$ cat src/riff_pkg.sv
`timescale 1ns / 1ps
`default_nettype none
// ----------------------------------------------------------------------------
// riff_pkg
// Types, tag constants and helpers shared by the RIFF LIST/INFO deframer.
// ----------------------------------------------------------------------------
package riff_pkg;

  typedef enum logic [2:0] {
    PhIdle    = 3'd0,
    PhHeader  = 3'd1,
    PhPayload = 3'd2,
    PhPad     = 3'd3,
    PhDone    = 3'd4,
    PhError   = 3'd5
  } phase_e;

  typedef enum logic [1:0] {
    ErrNone      = 2'd0,
    ErrShortHdr  = 2'd1,
    ErrOversize  = 2'd2,
    ErrMissPad   = 2'd3
  } err_e;

  localparam logic OpStart = 1'b0;
  localparam logic OpData  = 1'b1;

  // Tags as they arrive, first byte in the top bits.
  localparam logic [31:0] TagInam = 32'h494E414D;
  localparam logic [31:0] TagIart = 32'h49415254;
  localparam logic [31:0] TagIcmt = 32'h49434D54;
  localparam logic [31:0] TagIsft = 32'h49534654;

  // Bit 2 flags an unknown tag, bits 1..0 carry the string class.
  localparam logic [2:0] ClassUnknown = 3'b100;

  typedef struct packed {
    logic       string_valid;
    logic [7:0] string_byte;
    logic [1:0] string_class;
    logic       string_last;
    logic       empty_string;
    logic       list_done;
    logic [1:0] error_code;
  } result_t;

  function automatic logic [2:0] tag_class(input logic [31:0] tag);
    logic [2:0] cls;
    unique case (tag)
      TagInam: cls = 3'd0;
      TagIart: cls = 3'd1;
      TagIcmt: cls = 3'd2;
      TagIsft: cls = 3'd3;
      default: cls = ClassUnknown;
    endcase
    return cls;
  endfunction

endpackage
`default_nettype wire

$ cat src/riff_info_subchunk_deframer_core.sv
`timescale 1ns / 1ps
`default_nettype none
// ----------------------------------------------------------------------------
// riff_info_subchunk_deframer_core
// Walks a RIFF LIST/INFO payload one byte per word and emits string bytes
// of the INAM, IART, ICMT and ISFT subchunks with class and last mark.
// ----------------------------------------------------------------------------
// Each accepted word gives one result word, registered in the main or skid
// entry. Throughput: one word per cycle while the skid entry is empty; parser
// state updates at acceptance and the two-entry output register keeps input
// open while one result waits. Reset clears phase to idle and empties both.
// ----------------------------------------------------------------------------
module riff_info_subchunk_deframer_core (
  input  wire logic        clk_i,
  input  wire logic        rst_ni,
  input  wire logic        s_axis_tvalid_i,
  output logic             s_axis_tready_o,
  input  wire logic [39:0] s_axis_tdata_i,  // data_byte[7:0], list_length[39:8]
  input  wire logic        s_axis_tuser_i,  // operation[0]
  output logic             m_axis_tvalid_o,
  input  wire logic        m_axis_tready_i,
  output logic [15:0]      m_axis_tdata_o,  // string_valid[0], string_byte[8:1],
                                            // empty_string[9], list_done[10],
                                            // error_code[12:11], zero[15:13]
  output logic [1:0]       m_axis_tuser_o,  // string_class[1:0]
  output logic             m_axis_tlast_o   // string_last
);

  riff_pkg::phase_e phase_q, phase_d;
  logic [31:0] list_rem_q, list_rem_d;
  logic [2:0]  hdr_cnt_q, hdr_cnt_d;
  logic [31:0] tag_q, tag_d;
  logic [31:0] size_q, size_d;
  logic [31:0] pay_rem_q, pay_rem_d;
  logic [2:0]  class_q, class_d;
  logic        pad_q, pad_d;
  riff_pkg::err_e err_q, err_d;

  riff_pkg::result_t res;
  riff_pkg::result_t out_q, skid_q;
  logic out_valid_q, skid_valid_q;

  logic        accept, take;
  logic        op;
  logic [7:0]  b;
  logic [31:0] len;
  logic [31:0] lr_dec, pay_dec, size_new;
  logic [2:0]  hdr_cls;
  logic        hdr_last, size_over, pay_end;

  assign op  = s_axis_tuser_i;
  assign b   = s_axis_tdata_i[7:0];
  assign len = s_axis_tdata_i[39:8];

  assign s_axis_tready_o = !skid_valid_q;
  assign accept = s_axis_tvalid_i && s_axis_tready_o;
  assign take   = out_valid_q && m_axis_tready_i;

  assign lr_dec    = list_rem_q - 32'd1;
  assign pay_dec   = pay_rem_q - 32'd1;
  assign pay_end   = (pay_rem_q == 32'd1);
  assign hdr_last  = (hdr_cnt_q == 3'd7);
  assign size_new  = {b, size_q[31:8]};
  // size > list_remaining - 1 is size >= list_remaining here
  assign size_over = (size_new >= list_rem_q);
  assign hdr_cls   = riff_pkg::tag_class(tag_q);

  // Next state
  always_comb begin
    logic [31:0] nxt_lr;
    logic        do_next;
    phase_d   = phase_q;
    list_rem_d = list_rem_q;
    hdr_cnt_d = hdr_cnt_q;
    tag_d     = tag_q;
    size_d    = size_q;
    pay_rem_d = pay_rem_q;
    class_d   = class_q;
    pad_d     = pad_q;
    err_d     = err_q;
    nxt_lr    = lr_dec;
    do_next   = 1'b0;
    if (op == riff_pkg::OpStart) begin
      list_rem_d = len;
      pay_rem_d  = '0;
      class_d    = '0;
      pad_d      = 1'b0;
      err_d      = riff_pkg::ErrNone;
      nxt_lr     = len;
      do_next    = 1'b1;
    end else begin
      unique case (phase_q)
        riff_pkg::PhHeader: begin
          list_rem_d = lr_dec;
          hdr_cnt_d  = hdr_cnt_q + 3'd1;
          if (!hdr_cnt_q[2]) begin
            tag_d = {tag_q[23:0], b};
          end else begin
            size_d = size_new;
          end
          if (hdr_last) begin
            if (size_over) begin
              phase_d = riff_pkg::PhError;
              err_d   = riff_pkg::ErrOversize;
            end else begin
              class_d   = hdr_cls;
              pay_rem_d = size_new;
              pad_d     = size_new[0];
              if (size_new == 32'd0) begin
                do_next = 1'b1;
              end else begin
                phase_d = riff_pkg::PhPayload;
              end
            end
          end
        end
        riff_pkg::PhPayload: begin
          list_rem_d = lr_dec;
          pay_rem_d  = pay_dec;
          if (pay_end) begin
            if (pad_q) begin
              if (lr_dec == 32'd0) begin
                phase_d = riff_pkg::PhError;
                err_d   = riff_pkg::ErrMissPad;
              end else begin
                phase_d = riff_pkg::PhPad;
              end
            end else begin
              do_next = 1'b1;
            end
          end
        end
        riff_pkg::PhPad: begin
          list_rem_d = lr_dec;
          pad_d      = 1'b0;
          do_next    = 1'b1;
        end
        default: ;  // drop bytes while idle, done or in error
      endcase
    end
    if (do_next) begin
      if (nxt_lr == 32'd0) begin
        phase_d = riff_pkg::PhDone;
      end else if (nxt_lr < 32'd8) begin
        phase_d = riff_pkg::PhError;
        err_d   = riff_pkg::ErrShortHdr;
      end else begin
        phase_d   = riff_pkg::PhHeader;
        hdr_cnt_d = '0;
        tag_d     = '0;
        size_d    = '0;
      end
    end
  end

  // Result fields
  always_comb begin
    res = '0;
    if (op == riff_pkg::OpData) begin
      if (phase_q == riff_pkg::PhPayload && !class_q[2]) begin
        res.string_valid = 1'b1;
        res.string_byte  = b;
        res.string_class = class_q[1:0];
        res.string_last  = pay_end;
      end
      if (phase_q == riff_pkg::PhHeader && hdr_last && !size_over &&
          size_new == 32'd0 && !hdr_cls[2]) begin
        res.empty_string = 1'b1;
        res.string_class = hdr_cls[1:0];
      end
    end
    res.list_done  = (phase_d == riff_pkg::PhDone);
    res.error_code = (phase_d == riff_pkg::PhError) ? err_d : riff_pkg::ErrNone;
  end

  always_ff @(posedge clk_i or negedge rst_ni) begin
    if (!rst_ni) begin
      phase_q    <= riff_pkg::PhIdle;
      list_rem_q <= '0;
      hdr_cnt_q  <= '0;
      tag_q      <= '0;
      size_q     <= '0;
      pay_rem_q  <= '0;
      class_q    <= '0;
      pad_q      <= 1'b0;
      err_q      <= riff_pkg::ErrNone;
    end else if (accept) begin
      phase_q    <= phase_d;
      list_rem_q <= list_rem_d;
      hdr_cnt_q  <= hdr_cnt_d;
      tag_q      <= tag_d;
      size_q     <= size_d;
      pay_rem_q  <= pay_rem_d;
      class_q    <= class_d;
      pad_q      <= pad_d;
      err_q      <= err_d;
    end
  end

  // Output register with skid entry
  always_ff @(posedge clk_i or negedge rst_ni) begin
    if (!rst_ni) begin
      out_valid_q  <= 1'b0;
      skid_valid_q <= 1'b0;
    end else if (skid_valid_q) begin
      if (take) begin
        skid_valid_q <= 1'b0;
      end
    end else if (accept) begin
      if (!out_valid_q || take) begin
        out_valid_q <= 1'b1;
      end else begin
        skid_valid_q <= 1'b1;
      end
    end else if (take) begin
      out_valid_q <= 1'b0;
    end
  end

  always_ff @(posedge clk_i) begin
    if (skid_valid_q) begin
      if (take) begin
        out_q <= skid_q;
      end
    end else if (accept) begin
      if (!out_valid_q || take) begin
        out_q <= res;
      end else begin
        skid_q <= res;
      end
    end
  end

  assign m_axis_tvalid_o = out_valid_q;
  assign m_axis_tdata_o  = {3'b000, out_q.error_code, out_q.list_done, out_q.empty_string,
                            out_q.string_byte, out_q.string_valid};
  assign m_axis_tuser_o  = out_q.string_class;
  assign m_axis_tlast_o  = out_q.string_last;

  // Assertions
  a_skid_needs_out: assert property (@(posedge clk_i) disable iff (!rst_ni)
    skid_valid_q |-> out_valid_q)
    else $error("skid entry holds a word while output entry is empty");

  a_skid_fill: assert property (@(posedge clk_i) disable iff (!rst_ni)
    $rose(skid_valid_q) |-> $past(out_valid_q && !m_axis_tready_i))
    else $error("skid filled although output entry could drain");

  a_done_no_err: assert property (@(posedge clk_i) disable iff (!rst_ni)
    out_valid_q |-> !(out_q.list_done && out_q.error_code != riff_pkg::ErrNone))
    else $error("list_done reported together with an error");

  a_hdr_room: assert property (@(posedge clk_i) disable iff (!rst_ni)
    phase_q == riff_pkg::PhHeader |-> list_rem_q >= (32'd8 - {29'd0, hdr_cnt_q}))
    else $error("header phase without room for the remaining header bytes");

endmodule
`default_nettype wire
$ cat config.mk
export PLATFORM = sky130hd
export DESIGN_NAME = riff_info_subchunk_deframer_core
export DESIGN_NICKNAME = d
export VERILOG_FILES = /design/src/riff_pkg.sv /design/src/riff_info_subchunk_deframer_core.sv
export SDC_FILE = /design/constraint.sdc
export NUM_CORES = 1
export LEC_CHECK = 0
export CAP_MARGIN = 0
export CORE_MARGIN = 2
export CORE_UTILIZATION = 55
export CTS_CLUSTER_DIAMETER = 50
export CTS_CLUSTER_SIZE = 30
export DETAILED_ROUTE_END_ITERATION = 12
export DONT_BUFFER_PORTS = 1
export PLACE_DENSITY_LB_ADDON = 0.05
export SLEW_MARGIN = 0
export SYNTH_ARGS = -nofsm -noshare
export SYNTH_HDL_FRONTEND = slang
export SYNTH_SLANG_ARGS = --single-unit
$ cat constraint.sdc
create_clock -name clk_i -period 3.8 [get_ports clk_i]
set_clock_uncertainty 0.1 [all_clocks]
set_input_delay 0 -clock clk_i [delete_from_list [all_inputs] [get_ports clk_i]]
set_output_delay 0 -clock clk_i [all_outputs]
set_load 0.02 [all_outputs]
==> impl_results.md <==
- Outcome: completed
- Max cap viols: 0
- Crit share post-route: 97.2%
- CP Data Arrival Time: between 3 and 4 ns
- Final nets: about 1200
- TritonCTS clock tree: done
- Worst Max-Slew Pin Slew: 1.31 ns
- Number of synthesized register bits: 166
- M3 GR Usage: 5.57%
- Full die area: 0.0197 sq mm
- Detailed placement HPWL: approximately 20000 um
- Post-Syn Area: 0.0102 sq mm
- Design Power: 9.45 mW
- Sequential element share of the synthesized area: 42.2%
- Final Wtd Congestion: ~0.93
- Clk Latency, worst-skew pair: 0.44 ns
- Gr busiest metal: met2
- Crit path largest cell delay: 0.61 ns
- Worst Setup End Kind: register
- Synthesis warning total: 0
- Routed wire length: 30100 um
- Slowest cell on the critical path: or4_1
- Effective utilization at floorplan: between 50% and 60%
- Relative slew slack: a little under an eighth
- Vias in the first global route: 8495
- Slew Viols, Final: 0
- DR WL/cell: 21.5 um
- Met1 usage: 46.1%
- Worst slack at placement: -0.0979 ns
- Post-Synth Adder-Cell Area: 4.65%
- Worst-path clk slew: 0.07 ns
- DR iter-0 viols: 1032
- Tmin final: roughly 3.7 ns
- CTS sink cnt: 166
- DRC Markers: 0
- Avg Inst Size Synth: around 9.3 sq um
- Largest net degree at the start of global routing: 135
- Synth Area in Simple Gates: 21.5%
- WP buf/inv: 1
- Tot GR Track Use: a little under a third
- Final worst slack: 0.106 ns
- IO Port Bufs: 0
- Post-synth EDFFs: 32
- Crit-path max FO: 4
- Drt first pass iters: 5
- Clk buf depth: 2
- Delay-heaviest family, CP: simple AND/OR/NAND/NOR gates
- Initial antenna violation count: 0
- Synth Area in Compound Gates: between 20% and 30%
- Async SR Flop Fraction: 80.7%
- R2r worst-path depth: 9
- Met2 Track Usage GR: 46.4%
- Hold Startpoint: s_axis_tuser_i
- Share of layout cells above drive strength 1: 11.5%
- Ys flop type: dfrtp_1
- Placeable Area: 0.0181 sq mm
- CTS Buf Count: 17
- Die Wd: 140 um
- Clock Root Buffer: clkbuf_16
- Static Leakage: between 5 and 6 nW
- Routed vias: 9158
- Worst EP required: 3.95 ns
- Min-delay worst type: in -> reg
- Critical-path cell list: or4_1, or4b_1, nor4_4, nand4_1, nor4_2, o2111a_1, o211ai_1, buf_4, o41ai_1
- Die H: 140 um
- Final setup vio count: 0
- GR Overflow Total: 0
- Fmax: ~270 MHz
- H-tree lvl count: 4
- Pwr dens: 796 mW/mm^2
- Xor/xnor cell area share of the yosys netlist: 1.03%
- Non-filler instance count after layout: 1400
- WHS Path Cells: 5
- Maximum vdd drop: 719 uV
- Area delta synth->final: 15.9%
- Final ANT Viol Nets: 0
- Worst Setup Start Kind: register
- Site Rows: 49
- Reg2Reg Setup Slack: about 0.11 ns
- Global-route wire length before repair: between 40000 and 50000 um
- Cells after Synth: 1104
- Reg-to-Reg Start: pay_rem_q[8]
- Unrepaired setup endpoints after global routing: false
- Vias per cell: 6.54
- Placed cells: 1309
- # IOs: between 60 and 70
- Multiplexer share of the synthesized area: 2.14%
- RR Endpoint: m_axis_tdata_o[12]
- Hold Crit Endpoint: pay_rem_q[27]
- Main combinational cell family by area after synthesis: compound AO/OA/AOI/OAI gates
- Synth unique cells: 84
- Final hold viol count: 0
- Critical path class: reg -> reg
flip-flops by register name, summed over array words and instances, names as in the netlist:
name	count
class_q	3
err_q	2
hdr_cnt_q	3
list_rem_q	32
m_axis_tdata_o	13
m_axis_tlast_o	1
m_axis_tuser_o	2
m_axis_tvalid_o	1
pad_q	1
pay_rem_q	32
phase_q	3
size_q	24
skid_q	16
skid_valid_q	1
tag_q	32
report_power, final:
part           leakage (nW)  internal (mW)  switching [mW]
clock network         0.303          0.959           0.867
registers              2.10           2.30           0.675
logic                  2.60           1.77            2.87
total                  5.01           5.03            4.42
cell type report:
| type | count | area (sq um) |
|---|---|---|
| diodes | 1 | 2.50 |
| clock inverters | 15 | 204 |
| clock buffers | 17 | 425 |
| multi-input cells | 828 | 5470 |
| flip-flops and latches | 166 | 4310 |
| inverters | 42 | 158 |
| fillers | 1448 | 6220 |
| well taps | 229 | 287 |
| repair buffers | 102 | 1010 |
through the flow:
step	instance area, sq um	hold slack [ns]	utilization, %	TNS, ns
finish	11900	0.0261	65.6	0
detailed placement	10600	-0.391	58.5	-0.0979
floorplan	10200	-0.396	-	0
global route	11900	0.0376	65.6	0
global placement	10600	-0.392	58.5	-0.0911
CTS	11800	0.00230	65.4	0
cells in the final DEF, fill, tap and decap left out, drive strengths merged, types with 7 or more instances in the layout:
cell / count
or2: 9
nor4b: 7
a21o: 8
nor3b: 9
and2: 13
dlygate4sd3: 55
clkbuf: 17
o21a: 7
nor3: 44
nand2: 83
inv: 48
o22ai: 15
mux2: 15
a31oi: 8
or4: 8
o211ai: 8
nor2: 87
nor2b: 7
a21oi: 87
o2bb2ai: 7
o21ai: 103
xnor2: 12
ha: 38
nand4: 20
nand3: 31
nor4: 35
dfrtp: 134
o31ai: 13
a22o: 37
a32o: 24
buf: 47
edfxtp: 32
or3: 11
clkinv: 7
and3: 11
timing repair:
action	in CTS	in global routing
setup endpoints to repair	4	67
pin swaps	0	1
hold buffers	57	0
gates resized for setup	1	6
setup buffers	0	1
hold endpoints to repair	261	0
worst register-to-register path, stage by stage (launching register included):
cell and delay, ns:
dfrtp_1 0.41, or4_1 0.61, or4b_1 0.58, nor4_4 0.35, nand4_1 0.24, nor4_2 0.31, o2111a_1 0.29, o211ai_1 0.17
buf_4 0.19, o41ai_1 0.28
cells in the mapped netlist, types with 12 or more instances:
cell type | instances | area share [%]
ha_1 | 38 | 4.6
nand3_1 | 30 | 1.5
mux2_2 | 15 | 1.7
and2_1 | 12 | 0.73
dfrtp_1 | 134 | 33
buf_2 | 12 | 0.59
xnor2_1 | 12 | 1.0
nor4_1 | 29 | 1.8
nor3_1 | 39 | 1.9
o21ai_0 | 93 | 4.5
nand4_1 | 19 | 1.2
o22ai_1 | 15 | 0.92
nand2_1 | 82 | 3.0
a21oi_1 | 87 | 4.3
clkbuf_1 | 39 | 1.4
a32o_1 | 24 | 2.3
inv_1 | 41 | 1.5
edfxtp_1 | 32 | 9.4
a22o_1 | 37 | 3.2
nor2_1 | 86 | 3.2
o31ai_1 | 13 | 0.95
cell families after synthesis:
| group | count (synthesis) |
|---|---|
| buffers and inverters | 112 |
| adder cells (fa/ha/maj) | 38 |
| AO/OA/AOI/OAI | 355 |
| AND/OR/NAND/NOR | 400 |
| other | 1 |
| multiplexers | 20 |
| XOR/XNOR | 12 |
| flip-flops | 166 |
worst max path at each step:
stage	start	endpoint	depth (start not counted)
after global placement	pay_rem_q[8]	m_axis_tdata_o[11]	9
after floorplan	list_rem_q[12]	size_q[23]	13
after CTS	pay_rem_q[8]	m_axis_tdata_o[11]	9
after detailed placement	pay_rem_q[8]	m_axis_tdata_o[11]	9
final	pay_rem_q[8]	m_axis_tdata_o[12]	9
after global routing	list_rem_q[23]	m_axis_tdata_o[10]	11
routing by layer:
metal  vias up  share of wire, %
met5         -                 0
met2       367                44
met3        54               7.5
met4         0               2.1
li1       4297                 -
met1      4440                47
Note: power is estimated with default switching activity, not from simulation.
